### src/hw/rtl/sppk_pkg.sv
// Shared types and constants for the spectral peak picker.
package sppk_pkg;

   localparam int MAG_W    = 16;
   localparam int PHASE_W  = 16;
   localparam int BIN_W    = 10;
   localparam int CNT_W    = 11;
   localparam int HZ_W     = 28;
   localparam int CSR_IDX_W  = 3;
   localparam int CSR_DATA_W = 28;
   localparam int REQ_DATA_W = 32;
   localparam int RSP_DATA_W = 88;

   localparam int QUEUE_DEPTH = 4;
   localparam int QPTR_W      = 2;
   localparam int QCNT_W      = 3;

   localparam logic [CSR_IDX_W-1:0] CSR_FIRST_BIN    = 3'd0;
   localparam logic [CSR_IDX_W-1:0] CSR_LAST_BIN     = 3'd1;
   localparam logic [CSR_IDX_W-1:0] CSR_MIN_PEAK_MAG = 3'd2;
   localparam logic [CSR_IDX_W-1:0] CSR_MAX_PEAKS    = 3'd3;
   localparam logic [CSR_IDX_W-1:0] CSR_BIN_HZ       = 3'd4;

   localparam logic [BIN_W-1:0] MIN_FIRST_BIN = 10'd2;
   localparam logic [CNT_W-1:0] COUNTER_MAX   = 11'd2047;

   // 1.5*pi and 2*pi in Q12
   localparam logic signed [16:0] PHASE_WRAP_LIMIT = 17'sd19301;
   localparam logic signed [17:0] PHASE_TWO_PI     = 18'sd25736;

   localparam logic KIND_PEAK    = 1'b0;
   localparam logic KIND_SUMMARY = 1'b1;

   typedef struct packed {
      logic [BIN_W-1:0]          first_bin;
      logic [BIN_W-1:0]          last_bin;
      logic signed [MAG_W-1:0]   min_peak_mag;
      logic [CNT_W-1:0]          max_peaks;
      logic [HZ_W-1:0]           bin_hz;
   } cfg_type;

   typedef struct packed {
      logic                      has_peak;
      logic                      has_sum;
      logic [CNT_W-1:0]          total;
      logic [BIN_W-1:0]          c;
      logic signed [MAG_W-1:0]   mag_l;
      logic signed [MAG_W-1:0]   mag_m;
      logic signed [MAG_W-1:0]   mag_r;
      logic signed [PHASE_W-1:0] ph_l;
      logic signed [PHASE_W-1:0] ph_c;
      logic signed [PHASE_W-1:0] ph_r;
   } job_type;

endpackage

### src/hw/rtl/sppk_front.sv
// Front end: bin window, peak detection and job issue.
module sppk_front (
   input  logic                                  clock,
   input  logic                                  reset,
   input  sppk_pkg::cfg_type                     cfg,
   input  logic                                  req_tvalid,
   output logic                                  req_tready,
   input  logic [sppk_pkg::REQ_DATA_W-1:0]       req_tdata,  // magnitude, phase
   input  logic                                  req_tlast,  // frame_end
   input  logic                                  q_full,
   output logic                                  q_push,
   output sppk_pkg::job_type                     q_job
);
   import sppk_pkg::*;

   logic signed [MAG_W-1:0]   mag_win_ff [2];
   logic signed [MAG_W-1:0]   mag_win_in [2];
   logic signed [PHASE_W-1:0] ph_win_ff [2];
   logic signed [PHASE_W-1:0] ph_win_in [2];
   logic [CNT_W-1:0]          bin_cnt_ff, bin_cnt_in;
   logic [CNT_W-1:0]          peaks_ff, peaks_in;

   logic                      accept;
   logic signed [MAG_W-1:0]   new_mag;
   logic signed [PHASE_W-1:0] new_ph;
   logic [BIN_W-1:0]          lo_bin;
   logic [CNT_W-1:0]          c;
   logic                      is_peak;
   logic [CNT_W-1:0]          peaks_inc;

   assign req_tready = !q_full;
   assign accept     = req_tvalid && !q_full;
   assign new_mag    = $signed(req_tdata[MAG_W-1:0]);
   assign new_ph     = $signed(req_tdata[MAG_W +: PHASE_W]);
   assign lo_bin     = (cfg.first_bin < MIN_FIRST_BIN) ? MIN_FIRST_BIN : cfg.first_bin;
   assign c          = bin_cnt_ff - 11'd1;

   // window holds c-1 and c; the incoming bin is the right neighbor
   assign is_peak = (bin_cnt_ff != '0) && (c >= {1'b0, lo_bin}) &&
                    (c <= {1'b0, cfg.last_bin}) && (peaks_ff < cfg.max_peaks) &&
                    (mag_win_ff[1] > cfg.min_peak_mag) &&
                    (mag_win_ff[1] >= mag_win_ff[0]) && (mag_win_ff[1] >= new_mag) &&
                    (mag_win_ff[0] > 0) && (new_mag > 0);

   assign peaks_inc = (is_peak && peaks_ff != COUNTER_MAX) ? peaks_ff + 11'd1 : peaks_ff;

   always_comb begin
      q_job.has_peak = is_peak;
      q_job.has_sum  = req_tlast;
      q_job.total    = peaks_inc;
      q_job.c        = c[BIN_W-1:0];
      q_job.mag_l    = mag_win_ff[0];
      q_job.mag_m    = mag_win_ff[1];
      q_job.mag_r    = new_mag;
      q_job.ph_l     = ph_win_ff[0];
      q_job.ph_c     = ph_win_ff[1];
      q_job.ph_r     = new_ph;
   end

   assign q_push = accept && (is_peak || req_tlast);

   always_comb begin
      mag_win_in = mag_win_ff;
      ph_win_in  = ph_win_ff;
      bin_cnt_in = bin_cnt_ff;
      peaks_in   = peaks_ff;
      if (accept) begin
         if (req_tlast) begin
            mag_win_in[0] = '0;
            mag_win_in[1] = '0;
            ph_win_in[0]  = '0;
            ph_win_in[1]  = '0;
            bin_cnt_in    = '0;
            peaks_in      = '0;
         end else begin
            mag_win_in[0] = mag_win_ff[1];
            mag_win_in[1] = new_mag;
            ph_win_in[0]  = ph_win_ff[1];
            ph_win_in[1]  = new_ph;
            bin_cnt_in    = (bin_cnt_ff != COUNTER_MAX) ? bin_cnt_ff + 11'd1 : bin_cnt_ff;
            peaks_in      = peaks_inc;
         end
      end
   end

   always_ff @(posedge clock) begin
      if (reset) begin
         mag_win_ff[0] <= '0;
         mag_win_ff[1] <= '0;
         ph_win_ff[0]  <= '0;
         ph_win_ff[1]  <= '0;
         bin_cnt_ff    <= '0;
         peaks_ff      <= '0;
      end else begin
         mag_win_ff <= mag_win_in;
         ph_win_ff  <= ph_win_in;
         bin_cnt_ff <= bin_cnt_in;
         peaks_ff   <= peaks_in;
      end
   end

endmodule

### src/hw/rtl/sppk_queue.sv
// Short job queue between the front end and the interpolation engine.
module sppk_queue (
   input  logic              clock,
   input  logic              reset,
   input  logic              push,
   input  sppk_pkg::job_type din,
   input  logic              pop,
   output sppk_pkg::job_type dout,
   output logic              full,
   output logic              empty
);
   import sppk_pkg::*;

   job_type             mem_ff [QUEUE_DEPTH];
   logic [QPTR_W-1:0]   wr_ptr_ff, wr_ptr_in;
   logic [QPTR_W-1:0]   rd_ptr_ff, rd_ptr_in;
   logic [QCNT_W-1:0]   cnt_ff, cnt_in;
   logic                do_push, do_pop;

   assign full    = (cnt_ff == QCNT_W'(QUEUE_DEPTH));
   assign empty   = (cnt_ff == '0);
   assign do_push = push && !full;
   assign do_pop  = pop && !empty;
   assign dout    = mem_ff[rd_ptr_ff];

   always_comb begin
      wr_ptr_in = do_push ? wr_ptr_ff + 1'b1 : wr_ptr_ff;
      rd_ptr_in = do_pop ? rd_ptr_ff + 1'b1 : rd_ptr_ff;
      cnt_in    = cnt_ff;
      if (do_push && !do_pop) cnt_in = cnt_ff + 1'b1;
      else if (do_pop && !do_push) cnt_in = cnt_ff - 1'b1;
   end

   always_ff @(posedge clock) begin
      if (do_push) mem_ff[wr_ptr_ff] <= din;
   end

   always_ff @(posedge clock) begin
      if (reset) begin
         wr_ptr_ff <= '0;
         rd_ptr_ff <= '0;
         cnt_ff    <= '0;
      end else begin
         wr_ptr_ff <= wr_ptr_in;
         rd_ptr_ff <= rd_ptr_in;
         cnt_ff    <= cnt_in;
      end
   end

   a_cnt_bound: assert property (@(posedge clock) disable iff (reset)
      cnt_ff <= QCNT_W'(QUEUE_DEPTH)) else $error("queue count overflow");
   a_no_push_full: assert property (@(posedge clock) disable iff (reset)
      !(push && full)) else $error("push into full queue");
   a_no_pop_empty: assert property (@(posedge clock) disable iff (reset)
      !(pop && empty)) else $error("pop from empty queue");
   a_ptr_track: assert property (@(posedge clock) disable iff (reset)
      (cnt_ff == '0 || cnt_ff == QCNT_W'(QUEUE_DEPTH)) |-> (wr_ptr_ff == rd_ptr_ff))
      else $error("queue pointers out of step");

endmodule

### src/hw/rtl/sppk_back.sv
// Back end: parabolic interpolation, frequency and phase, result register.
module sppk_back (
   input  logic                            clock,
   input  logic                            reset,
   input  logic [sppk_pkg::HZ_W-1:0]       bin_hz,
   input  logic                            q_empty,
   input  sppk_pkg::job_type               q_job,
   output logic                            q_pop,
   output logic                            rsp_tvalid,
   input  logic                            rsp_tready,
   // peak_freq[19:0], peak_mag[35:20], peak_position[57:36],
   // peak_phase[74:58], peak_total[85:75], zero fill
   output logic [sppk_pkg::RSP_DATA_W-1:0] rsp_tdata,
   output logic                            rsp_tuser,  // kind
   output logic                            rsp_tlast
);
   import sppk_pkg::*;

   typedef enum logic [9:0] {
      ST_IDLE    = 10'b00_0000_0001,
      ST_PREP    = 10'b00_0000_0010,
      ST_DIV_OFF = 10'b00_0000_0100,
      ST_DIV_MAG = 10'b00_0000_1000,
      ST_POS     = 10'b00_0001_0000,
      ST_MUL_LO  = 10'b00_0010_0000,
      ST_MUL_HI  = 10'b00_0100_0000,
      ST_PH_MUL  = 10'b00_1000_0000,
      ST_PEAK    = 10'b01_0000_0000,
      ST_SUM     = 10'b10_0000_0000
   } back_state_type;

   back_state_type       state_ff, state_in;
   job_type              job_ff, job_in;
   logic [16:0]          d_ff, d_in;
   logic [33:0]          sq_ff, sq_in;
   logic                 neg_ff, neg_in;
   logic signed [12:0]   off_ff, off_in;
   logic [14:0]          magq_ff, magq_in;
   logic [33:0]          dvd_ff, dvd_in;
   logic [20:0]          rem_ff, rem_in;
   logic [19:0]          dvs_ff, dvs_in;
   logic [5:0]           cnt_ff, cnt_in;
   logic [21:0]          pos_ff, pos_in;
   logic signed [17:0]   lp_ff, lp_in;
   logic signed [18:0]   dd_ff, dd_in;
   logic [12:0]          fr_ff, fr_in;
   logic [35:0]          plo_ff, plo_in;
   logic [35:0]          phi_ff, phi_in;
   logic signed [32:0]   pt_ff, pt_in;
   logic                 out_valid_ff, out_valid_in;
   logic [RSP_DATA_W-1:0] out_data_ff, out_data_in;
   logic                 out_kind_ff, out_kind_in;
   logic                 out_last_ff, out_last_in;

   // restoring divider step
   logic [20:0]          rem_sh, rem_nx;
   logic                 ge;
   logic [33:0]          dvd_nx;

   // prep terms
   logic signed [18:0]   d_full;
   logic signed [16:0]   dr;
   logic [16:0]          adr, diff;
   logic [12:0]          q_off;

   // position and phase terms
   logic signed [15:0]   lp_sel, rp_sel;
   logic signed [17:0]   lp_w, rp_w;
   logic signed [16:0]   ph_dif;

   // result terms
   logic [49:0]          fprod;
   logic [25:0]          fq;
   logic [19:0]          freq;
   logic [32:0]          apt;
   logic [20:0]          rq;
   logic signed [21:0]   ph_sum;
   logic signed [16:0]   ph_out;
   logic signed [17:0]   mag_sum;
   logic signed [15:0]   mag_out;
   logic                 out_free;

   assign rem_sh = {rem_ff[19:0], dvd_ff[33]};
   assign ge     = (rem_sh >= {1'b0, dvs_ff});
   assign rem_nx = ge ? rem_sh - {1'b0, dvs_ff} : rem_sh;
   assign dvd_nx = {dvd_ff[32:0], ge};

   assign d_full = 19'(2 * job_ff.mag_m) - 19'(job_ff.mag_l) - 19'(job_ff.mag_r);
   assign dr     = 17'(job_ff.mag_r) - 17'(job_ff.mag_l);
   assign adr    = dr[16] ? 17'(-dr) : 17'(dr);
   assign diff   = adr;
   assign q_off  = {1'b0, dvd_nx[11:0]};

   assign lp_sel = (off_ff >= 0) ? job_ff.ph_c : job_ff.ph_l;
   assign rp_sel = (off_ff >= 0) ? job_ff.ph_r : job_ff.ph_c;
   assign ph_dif = 17'(lp_sel) - 17'(rp_sel);

   always_comb begin
      lp_w = 18'(lp_sel);
      rp_w = 18'(rp_sel);
      if (ph_dif > PHASE_WRAP_LIMIT) rp_w = 18'(rp_sel) + PHASE_TWO_PI;
      else if (-ph_dif > PHASE_WRAP_LIMIT) lp_w = 18'(lp_sel) + PHASE_TWO_PI;
   end

   // frequency: round(pos * bin_hz / 2^24), partial products formed in ST_MUL_LO and ST_MUL_HI
   assign fprod = {phi_ff, 14'b0} + {14'b0, plo_ff} + 50'd8388608;
   assign fq    = fprod[49:24];
   assign freq  = (fq > 26'hFFFFF) ? 20'hFFFFF : fq[19:0];

   assign apt    = pt_ff[32] ? 33'(-pt_ff) : 33'(pt_ff);
   assign rq     = 21'((apt + 33'd2048) >> 12);
   assign ph_sum = 22'(lp_ff) + (pt_ff[32] ? -22'(rq) : 22'(rq));
   assign ph_out = (ph_sum > 22'sd65535) ? 17'sd65535 :
                   (ph_sum < -22'sd65536) ? -17'sd65536 : 17'(ph_sum);

   assign mag_sum = 18'(job_ff.mag_m) + 18'(magq_ff);
   assign mag_out = (mag_sum > 18'sd32767) ? 16'sd32767 :
                    (mag_sum < -18'sd32768) ? -16'sd32768 : 16'(mag_sum);

   assign out_free = !out_valid_ff || rsp_tready;

   always_comb begin
      state_in     = state_ff;
      job_in       = job_ff;
      d_in         = d_ff;
      sq_in        = sq_ff;
      neg_in       = neg_ff;
      off_in       = off_ff;
      magq_in      = magq_ff;
      dvd_in       = dvd_ff;
      rem_in       = rem_ff;
      dvs_in       = dvs_ff;
      cnt_in       = cnt_ff;
      pos_in       = pos_ff;
      lp_in        = lp_ff;
      dd_in        = dd_ff;
      fr_in        = fr_ff;
      plo_in       = plo_ff;
      phi_in       = phi_ff;
      pt_in        = pt_ff;
      out_valid_in = out_valid_ff && !rsp_tready;
      out_data_in  = out_data_ff;
      out_kind_in  = out_kind_ff;
      out_last_in  = out_last_ff;
      q_pop        = 1'b0;

      case (state_ff)
         ST_IDLE: begin
            if (!q_empty) begin
               q_pop    = 1'b1;
               job_in   = q_job;
               state_in = q_job.has_peak ? ST_PREP : ST_SUM;
            end
         end
         ST_PREP: begin
            d_in   = d_full[16:0];
            sq_in  = diff * diff;
            neg_in = dr[16];
            dvd_in = {6'b0, adr, 11'b0} + {17'b0, d_full[16:1]};
            dvs_in = {3'b0, d_full[16:0]};
            rem_in = '0;
            cnt_in = 6'd33;
            if (d_full == '0) begin
               off_in   = '0;
               magq_in  = '0;
               state_in = ST_POS;
            end else begin
               state_in = ST_DIV_OFF;
            end
         end
         ST_DIV_OFF: begin
            rem_in = rem_nx;
            dvd_in = dvd_nx;
            cnt_in = cnt_ff - 6'd1;
            if (cnt_ff == '0) begin
               off_in   = neg_ff ? -$signed(q_off) : $signed(q_off);
               dvd_in   = sq_ff + {15'b0, d_ff, 2'b0};
               dvs_in   = {d_ff, 3'b0};
               rem_in   = '0;
               cnt_in   = 6'd33;
               state_in = ST_DIV_MAG;
            end
         end
         ST_DIV_MAG: begin
            rem_in = rem_nx;
            dvd_in = dvd_nx;
            cnt_in = cnt_ff - 6'd1;
            if (cnt_ff == '0) begin
               magq_in  = dvd_nx[14:0];
               state_in = ST_POS;
            end
         end
         ST_POS: begin
            pos_in   = {job_ff.c, 12'b0} + 22'(off_ff);
            fr_in    = (off_ff >= 0) ? 13'(off_ff) : 13'(14'sd4096 + 14'(off_ff));
            lp_in    = lp_w;
            dd_in    = 19'(rp_w) - 19'(lp_w);
            state_in = ST_MUL_LO;
         end
         ST_MUL_LO: begin
            plo_in   = pos_ff * bin_hz[13:0];
            state_in = ST_MUL_HI;
         end
         ST_MUL_HI: begin
            phi_in   = pos_ff * bin_hz[27:14];
            state_in = ST_PH_MUL;
         end
         ST_PH_MUL: begin
            pt_in    = 33'($signed({1'b0, fr_ff}) * dd_ff);
            state_in = ST_PEAK;
         end
         ST_PEAK: begin
            if (out_free) begin
               out_valid_in = 1'b1;
               out_kind_in  = KIND_PEAK;
               out_last_in  = !job_ff.has_sum;
               out_data_in  = {2'b0, 11'b0, ph_out, pos_ff, mag_out, freq};
               state_in     = job_ff.has_sum ? ST_SUM : ST_IDLE;
            end
         end
         ST_SUM: begin
            if (out_free) begin
               out_valid_in = 1'b1;
               out_kind_in  = KIND_SUMMARY;
               out_last_in  = 1'b1;
               out_data_in  = {2'b0, job_ff.total, 75'b0};
               state_in     = ST_IDLE;
            end
         end
         default: begin
            state_in = ST_IDLE;
         end
      endcase
   end

   always_ff @(posedge clock) begin
      if (reset) begin
         state_ff     <= ST_IDLE;
         out_valid_ff <= 1'b0;
      end else begin
         state_ff     <= state_in;
         out_valid_ff <= out_valid_in;
      end
   end

   always_ff @(posedge clock) begin
      job_ff      <= job_in;
      d_ff        <= d_in;
      sq_ff       <= sq_in;
      neg_ff      <= neg_in;
      off_ff      <= off_in;
      magq_ff     <= magq_in;
      dvd_ff      <= dvd_in;
      rem_ff      <= rem_in;
      dvs_ff      <= dvs_in;
      cnt_ff      <= cnt_in;
      pos_ff      <= pos_in;
      lp_ff       <= lp_in;
      dd_ff       <= dd_in;
      fr_ff       <= fr_in;
      plo_ff      <= plo_in;
      phi_ff      <= phi_in;
      pt_ff       <= pt_in;
      out_data_ff <= out_data_in;
      out_kind_ff <= out_kind_in;
      out_last_ff <= out_last_in;
   end

   assign rsp_tvalid = out_valid_ff;
   assign rsp_tdata  = out_data_ff;
   assign rsp_tuser  = out_kind_ff;
   assign rsp_tlast  = out_last_ff;

   a_pop_idle: assert property (@(posedge clock) disable iff (reset)
      q_pop |-> (state_ff == ST_IDLE)) else $error("pop outside idle");
   a_sum_last: assert property (@(posedge clock) disable iff (reset)
      (rsp_tvalid && rsp_tuser == KIND_SUMMARY) |-> rsp_tlast)
      else $error("summary beat without last");
   a_peak_to_sum: assert property (@(posedge clock) disable iff (reset)
      (state_ff == ST_PEAK && out_free && job_ff.has_sum) |=> (state_ff == ST_SUM))
      else $error("summary skipped after peak");

endmodule

### src/hw/rtl/spectral_peak_picker_core.sv
// Spectral peak picker top level: config registers, front end, queue, back end.
// Throughput: one bin beat per cycle while the job queue has room.
// Peak beats pass through the two 34-step serial divisions in the back end,
// skipped when the parabola is flat; summary beats bypass them.
// Peaks queue up (four jobs); the front end stalls only when the queue is full.
// Reset (synchronous, active high) clears the window, counters, queue and
// restores the register defaults.
module spectral_peak_picker_core (
   input  logic                                  clock,
   input  logic                                  reset,
   input  logic                                  req_tvalid,
   output logic                                  req_tready,
   input  logic [sppk_pkg::REQ_DATA_W-1:0]       req_tdata,  // magnitude[15:0], phase[31:16]
   input  logic                                  req_tlast,  // frame_end
   output logic                                  rsp_tvalid,
   input  logic                                  rsp_tready,
   // peak_freq[19:0], peak_mag[35:20], peak_position[57:36],
   // peak_phase[74:58], peak_total[85:75], zero fill
   output logic [sppk_pkg::RSP_DATA_W-1:0]       rsp_tdata,
   output logic                                  rsp_tuser,  // kind
   output logic                                  rsp_tlast,
   input  logic                                  csr_we,
   input  logic [sppk_pkg::CSR_IDX_W-1:0]        csr_index,
   input  logic [sppk_pkg::CSR_DATA_W-1:0]       csr_wdata
);
   import sppk_pkg::*;

   cfg_type  cfg_ff, cfg_in;
   logic     q_full, q_empty, q_push, q_pop;
   job_type  q_din, q_dout;

   always_comb begin
      cfg_in = cfg_ff;
      if (csr_we) begin
         case (csr_index)
            CSR_FIRST_BIN:    cfg_in.first_bin    = csr_wdata[BIN_W-1:0];
            CSR_LAST_BIN:     cfg_in.last_bin     = csr_wdata[BIN_W-1:0];
            CSR_MIN_PEAK_MAG: cfg_in.min_peak_mag = $signed(csr_wdata[MAG_W-1:0]);
            CSR_MAX_PEAKS:    cfg_in.max_peaks    = csr_wdata[CNT_W-1:0];
            CSR_BIN_HZ:       cfg_in.bin_hz       = csr_wdata[HZ_W-1:0];
            default:          cfg_in = cfg_ff;
         endcase
      end
   end

   always_ff @(posedge clock) begin
      if (reset) begin
         cfg_ff.first_bin    <= 10'd2;
         cfg_ff.last_bin     <= 10'd1023;
         cfg_ff.min_peak_mag <= '0;
         cfg_ff.max_peaks    <= 11'd100;
         cfg_ff.bin_hz       <= 28'd1536000;
      end else begin
         cfg_ff <= cfg_in;
      end
   end

   sppk_front u_front (
      .clock      (clock),
      .reset      (reset),
      .cfg        (cfg_ff),
      .req_tvalid (req_tvalid),
      .req_tready (req_tready),
      .req_tdata  (req_tdata),
      .req_tlast  (req_tlast),
      .q_full     (q_full),
      .q_push     (q_push),
      .q_job      (q_din)
   );

   sppk_queue u_queue (
      .clock (clock),
      .reset (reset),
      .push  (q_push),
      .din   (q_din),
      .pop   (q_pop),
      .dout  (q_dout),
      .full  (q_full),
      .empty (q_empty)
   );

   sppk_back u_back (
      .clock      (clock),
      .reset      (reset),
      .bin_hz     (cfg_ff.bin_hz),
      .q_empty    (q_empty),
      .q_job      (q_dout),
      .q_pop      (q_pop),
      .rsp_tvalid (rsp_tvalid),
      .rsp_tready (rsp_tready),
      .rsp_tdata  (rsp_tdata),
      .rsp_tuser  (rsp_tuser),
      .rsp_tlast  (rsp_tlast)
   );

endmodule
### config.mk
export PLATFORM = sky130hd
export DESIGN_NAME = spectral_peak_picker_core
export DESIGN_NICKNAME = d
export VERILOG_FILES = /design/src/hw/rtl/sppk_pkg.sv /design/src/hw/rtl/sppk_front.sv /design/src/hw/rtl/sppk_queue.sv /design/src/hw/rtl/sppk_back.sv /design/src/hw/rtl/spectral_peak_picker_core.sv
export SDC_FILE = /design/constraint.sdc
export NUM_CORES = 2
export LEC_CHECK = 0
export BUFFER_PORTS_ARGS = -buffer_cell sky130_fd_sc_hd__buf_2
export CORE_MARGIN = 3
export CORE_UTILIZATION = 60
export CTS_CLUSTER_DIAMETER = 50
export CTS_CLUSTER_SIZE = 12
export DETAILED_ROUTE_END_ITERATION = 6
export PLACE_DENSITY = 0.83
export SLEW_MARGIN = 20
export SYNTH_ARGS = -nofsm -noshare
export SYNTH_HDL_FRONTEND = slang
export SYNTH_SLANG_ARGS = --single-unit
### constraint.sdc
create_clock -name clock -period 10.5 [get_ports clock]
set_input_delay 0 -clock clock [delete_from_list [all_inputs] [get_ports clock]]
set_output_delay 0 -clock clock [all_outputs]
set_load 0.02 [all_outputs]
Word-level counts from Yosys, hierarchy flattened
Memory sizes are Yosys's and may differ from the RTL's. A register that Yosys moved wholly into a read port is not among the register bits.
Index checks and enable logic that the tools add are counted.
{"block": "word_totals", "n_memories": 1, "ramBits": 476, "regBits": 724, "out_inout_bits": 92, "input_bits": 69}
{"block": "classes", "n_reduce_logical": 49, "order_cmp": 18, "multipliers": 4, "n_mux": 64, "add_sub_neg": 30, "bitwise_logic": 1, "n_eq_ne": 23}
{"name": "u_queue.mem_ff", "words": 4, "width": 119, "rd": 1, "rd_clocked_by_memory_dff": 1, "wr": 1, "line": "sppk_queue.sv:14", "text": "job_type mem_ff [QUEUE_DEPTH];"}
{"op": "88-bit 2-to-1 mux", "count": 2}
{"op": "88-bit one-hot mux with 2 select lines", "count": 1}
{"op": "34-bit one-hot mux with 3 select lines", "count": 1}
{"op": "10-bit one-hot mux with 10 select lines", "count": 1}
{"op": "10-bit 2-to-1 mux", "count": 8}
{"op": "20-bit 2-to-1 mux", "count": 4}
{"op": "22-bit by 14-bit multiplier with 36-bit output", "count": 2}
{"op": "16-bit 2-to-1 mux", "count": 4}
{"op": "32-bit 2-to-1 mux", "count": 2}
{"op": "20-bit one-hot mux with 3 select lines", "count": 1}
{"op": "18-bit 2-to-1 mux", "count": 3}
{"op": "13-bit 2-to-1 mux", "count": 4}
{"op": "17-bit 2-to-1 mux", "count": 3}
{"op": "50-bit by 24-bit adder with 50-bit output (second input constant)", "count": 1}
{"op": "50-bit by 36-bit adder with 50-bit output", "count": 1}
{"op": "22-bit adder", "count": 2}
{"op": "11-bit 2-to-1 mux", "count": 4}
{"op": "20-bit one-hot mux with 2 select lines", "count": 1}
{"op": "16-bit by 16-bit adder with 17-bit output (second input constant)", "count": 2}
{"op": "34-bit by 19-bit adder with 34-bit output", "count": 1}
{"op": "17-bit by 16-bit greater-than comparator with 1-bit output (second input constant)", "count": 2}
{"op": "17-bit by 17-bit multiplier with 34-bit output", "count": 1}
{"op": "34-bit 2-to-1 mux", "count": 1}
{"op": "17-bit negator", "count": 2}
{"op": "75 further kinds", "count": 135}

Longest topological paths before layout
{"block": "depth", "depth_word": 18, "mapped_depth": 39, "ltp_nobuf": 38}

Cells and area by module
Synthesis repeated with hierarchy kept, for this count alone.
{"block": "hier_totals", "hier_cells": 8523, "hier_area_um2": 93536.0}
{"mod": "sppk_back", "n_inst": 1, "area_per_inst_um2": 66623.9, "seq_area_each_um2": 15685.0, "cells_per_inst": 6764}
{"mod": "sppk_queue", "n_inst": 1, "area_per_inst_um2": 17734.5, "seq_area_each_um2": 14473.9, "cells_per_inst": 669}
{"mod": "sppk_front", "n_inst": 1, "area_per_inst_um2": 6117.1, "seq_area_each_um2": 1721.7, "cells_per_inst": 797}
{"mod": "spectral_peak_picker_core", "n_inst": 1, "area_per_inst_um2": 3060.4, "seq_area_each_um2": 1501.4, "cells_per_inst": 293}

Least setup slack after synthesis
Ideal clock, no wire load.
{"block": "synth_path", "kind": "flip-flop to flip-flop", "from": "reg u_back.job_ff[80] (netlist bit)", "to": "reg u_back.sq_ff[31] (data pin)", "path_stages_with_launch": 35, "n_path_buf": 2, "arrival_ps": 9010, "setup_ps": 258, "required_time_ps": 10242, "setup_slack_ps": 1232, "path_cell_list": "edfxtp_1 -> ha_1 -> fa_1 -> o21bai_1 -> a21oi_1 -> o21ai_0 -> a31oi_1 -> or2_2 -> o21a_1 -> o311ai_0 -> a31oi_1 -> xnor2_1 -> clkbuf_1 -> nand2_1 -> fa_1 -> inv_1 -> fa_1 -> fa_1 -> fa_1 -> fa_1 -> inv_1 -> fa_1 -> inv_1 -> ha_1 -> clkbuf_1 -> a21o_1 -> a21oi_1 -> nor2b_1 -> a2111oi_0 -> nor3_1 -> a41oi_1 -> a31oi_1 -> a21o_1 -> a21oi_1 -> xnor2_1"}
{"block": "synth_via", "elab_chain_cells": 4}
{"element": "start, declared", "line": "sppk_back.sv:33", "text": "job_type job_ff, job_in;"}
{"element": "start signal, assigned", "line": "sppk_back.sv:247", "text": "job_ff <= job_in;"}
{"element": "16-bit by 16-bit subtractor with 17-bit output *", "line": "sppk_back.sv:89", "text": "assign dr = 17'(job_ff.mag_r) - 17'(job_ff.mag_l);"}
{"element": "17-bit negator", "line": "sppk_back.sv:90", "text": "assign adr = dr[16] ? 17'(-dr) : 17'(dr);"}
{"element": "17-bit 2-to-1 mux *", "line": "sppk_back.sv:90"}
{"element": "17-bit by 17-bit multiplier with 34-bit output *", "line": "sppk_back.sv:157", "text": "sq_in = diff * diff;"}
{"element": "end signal, assigned", "line": "sppk_back.sv:249", "text": "sq_ff <= sq_in;"}
{"element": "end, declared", "line": "sppk_back.sv:35", "text": "logic [33:0] sq_ff, sq_in;"}
Mark *: on every way between the ends. The rest lies on a longest branch, timed or not.
A chain may end at the register's enable or synchronous reset.

Final worst setup path
Same ends and word-level chain as after synthesis.

==> results.ini <==
[floorplanning]
die_x_um=399
initial_core_util_pct=60.7
io_pins=161
die_y_um=399
coreArea_um2=153000
die_area_um2=159000
rows=143

[routing]
detail_route.first_pass.iterations=6
avgRoutedWirePerCell_um=21.6
detail-route-antenna-nets=0
vias=66071
drt_iter0_drc=6600
wirelength_um=236000
drcViolationCount=0
viasPerCell=6.06

[global_routing]
grt_pass1_vias=69001
grt_start_max_net_pins=89
grt_pass1_wl_um=373000
antenna_found_initial=13
overflow=0
grt_use_total_pct=30.0

[critical_path]
end_kind=register
crit_top_cell=fa_1
cp_max_fo=9
slowest_stage=fa_1
cp.arrival_ns=10.42
crit_type=reg2reg
crit_family=adder cells
crit_path_max_incr_delay_ns=0.55
crit_required_ns=11.05
start_kind=register
critPathBufInv=5

[sta]
hold_violations=0
finalSetupViolations=0
worst_pin_slew_ns=1.18
timing.fmax_mhz=101
period_minus_slack_ns=9.87
final-max-slew-violation-count=0
finalWorstSetupSlack_ns=0.629
slew_headroom_pct=21.5
tns_ns=0
finalCritPeriodShare_pct=94.0
rsz0062_at_grt=false
clock_skew_ns=0.0521

[final_layout]
drive_above_1_share_pct=7.42
final_nets=10451
nFillCells=10684
synthToLayoutAreaGrowth_pct=9.26

[placed_design]
pre_cts_slack_ns=0.490
dp_hpwl_um=166000
portBuffers=158
place.gp.congestion=0.917

[synthesis]
synth_seq_cells=1172
seq_area_frac_synth_pct=36.0
async_flop_share_pct=0
yosys_warnings=0
synth_area_per_cell_um2=10.8
synth_edf_count=991
netlist_area_um2=92700
syn_inst=8566
ys_types=93
synthFlopType=edfxtp_1

[clock_tree]
clockBufferDepth=3
cts_buffers=133
post_cts.repair.setup_buffers=0
htree_num_levels=4
clock_sinks=1172
clockRootBuffer=clkbuf_16
cts_tree=done
clk_pin_slew_ns=0.06
clock_latency_ns=0.81

[run_status]
status=completed

[flow_run]
cap_viol_max_count=0

[min_path]
hp-class=in2reg

-- metrics by stage --
step / utilization, % / instances / instance area (um2) / hold WS, ns
global placement: 62.6 / 10516 / 95500 / 0.218
finish: 66.4 / 10907 / 101000 / 0.0388
CTS: 66.3 / 10896 / 101000 / 0.0000202
detailed placement: 62.6 / 10516 / 95500 / 0.217
floorplan: - / 8579 / 92700 / 0.0989
global route: 66.3 / 10900 / 101000 / 0.0439
-- worst reg2reg max path: cells and delay by family, from the launching register on --
family / cells / cell delay (ns)
AO/OA/AOI/OAI: 14 / 3.26
XOR/XNOR: 3 / 0.49
buffers and inverters: 5 / 0.42
adder cells (fa/ha/maj): 9 / 3.91
flip-flops: 1 / 0.38
AND/OR/NAND/NOR: 4 / 1.17
-- sequential cells by signal, indices dropped and copies added, names as in the netlist, 6 cells and up, named ones only --
name	count
u_back.state_ff	10
u_back.sq_ff	33
u_back.dvs_ff	20
u_back.off_ff	13
u_back.plo_ff	22
u_queue.mem_ff	476
u_front.q_job	64
u_back.lp_ff	17
u_back.dd_ff	19
u_back.phi_ff	36
u_back.rsp_tdata	86
u_back.rem_ff	20
u_back.fr_ff	13
u_front.peaks_ff	11
u_back.magq_ff	15
u_back.pt_ff	33
u_back.dvd_ff	34
u_front.bin_cnt_ff	11
u_back.cnt_ff	6
u_back.d_ff	17
u_back.pos_ff	10
u_back.job_ff	118
cfg_ff	75
-- path summary, 6_finish.rpt --
check | startpoint | endpoint | slack (ns) | depth (start not counted)
worst max-delay path | u_back.job_ff[80]$_DFFE_PP_ | u_back.sq_ff[31]$_DFFE_PN_ | 0.63 | 35
worst min register to register | u_back.off_ff[4]$_SDFFCE_PN0P_ | u_back.fr_ff[4]$_DFFE_PP_ | 0.41 | 0
worst min-delay path | req_tdata[4] | u_queue.mem_ff[3][52]$_DFFE_PP_ | 0.04 | 2
worst max register to register | u_back.job_ff[80]$_DFFE_PP_ | u_back.sq_ff[31]$_DFFE_PN_ | 0.63 | 35
-- metal layers --
layer / wire (um) / vias to the layer above / GRT usage (%)
met5: 61 / - / 0
met4: 9720 / 10 / 12.4
met3: 23300 / 679 / 6.36
met2: 113000 / 3376 / 49.1
met1: 89800 / 32981 / 39.0
li1: - / 29025 / -
-- layout by cell type (no fill, tap or decap), types with 113 or more instances in the layout --
master	synthesis	routed
inv_1	1212	1209
nand2_1	1019	1017
edfxtp_1	991	991
fa_1	927	927
ha_1	692	692
and2_1	459	453
nor2_1	384	379
a21oi_1	373	373
xnor2_1	249	249
o21ai_0	215	213
dfxtp_1	181	179
buf_2	1	157
xor2_1	147	147
dlygate4sd3_1	0	141
clkbuf_16	0	134
mux4_2	119	119
nor3_1	113	113
-- timing repair --
action	4_1_cts	5_1_grt
gates resized for setup	0	4
hold endpoints to repair	256	0
hold buffers	141	0
setup endpoints to repair	0	5
-- area by class of cell --
type / count / area [um2] / share of cell area (%)
Sequential cell: 1172 / 33400 / 33.0
Tap cell: 2030 / 2540 / 2.51
Antenna cell: 10 / 25.0 / 0.0247
Inverter: 1216 / 4570 / 4.51
Clock buffer: 190 / 3560 / 3.52
Multi-Input combinational cell: 5842 / 53500 / 52.8
Timing Repair Buffer: 398 / 2960 / 2.92
Clock inverter: 49 / 712 / 0.703
-- synthesized netlist by cell type, drive strengths merged, types with 22 or more instances --
library cell  instances  area share, %
inv                1212            4.9
nand2              1020            4.1
edfxtp              991             32
fa                  927             20
ha                  692            9.3
and2                459            3.1
nor2                384            1.6
a21oi               373            2.0
clkbuf              319            1.3
xnor2               249            2.4
o21ai               225            1.2
dfxtp               181            3.9
xor2                147            1.4
mux4                119            2.9
nor3                113           0.61
a21o                 99           0.80
nand3                90           0.49
nor2b                78           0.53
nand2b               59           0.40
nand3b               59           0.48
o21a                 54           0.44
and3                 53           0.36
nand4                52           0.35
mux2i                45           0.49
or3                  45           0.31
a31oi                38           0.26
o31ai                38           0.31
o21bai               37           0.30
buf                  30           0.16
nor4                 30           0.21
or4                  26           0.21
or2                  23           0.16
o211ai               22           0.18
-- logic make-up after synthesis --
group | after synthesis | synth area share [%]
flip-flops | 1172 | 36.0
AO/OA/AOI/OAI | 1096 | 7.61
XOR/XNOR | 396 | 3.74
buffers and inverters | 1565 | 6.37
adder cells (fa/ha/maj) | 1620 | 29.4
other | 2 | 0.00810
AND/OR/NAND/NOR | 2535 | 13.3
multiplexers | 180 | 3.57
Power is left out: the tool's default activity adds up to more than one toggle a clock period on the data nets, which glitch-free logic cannot reach.
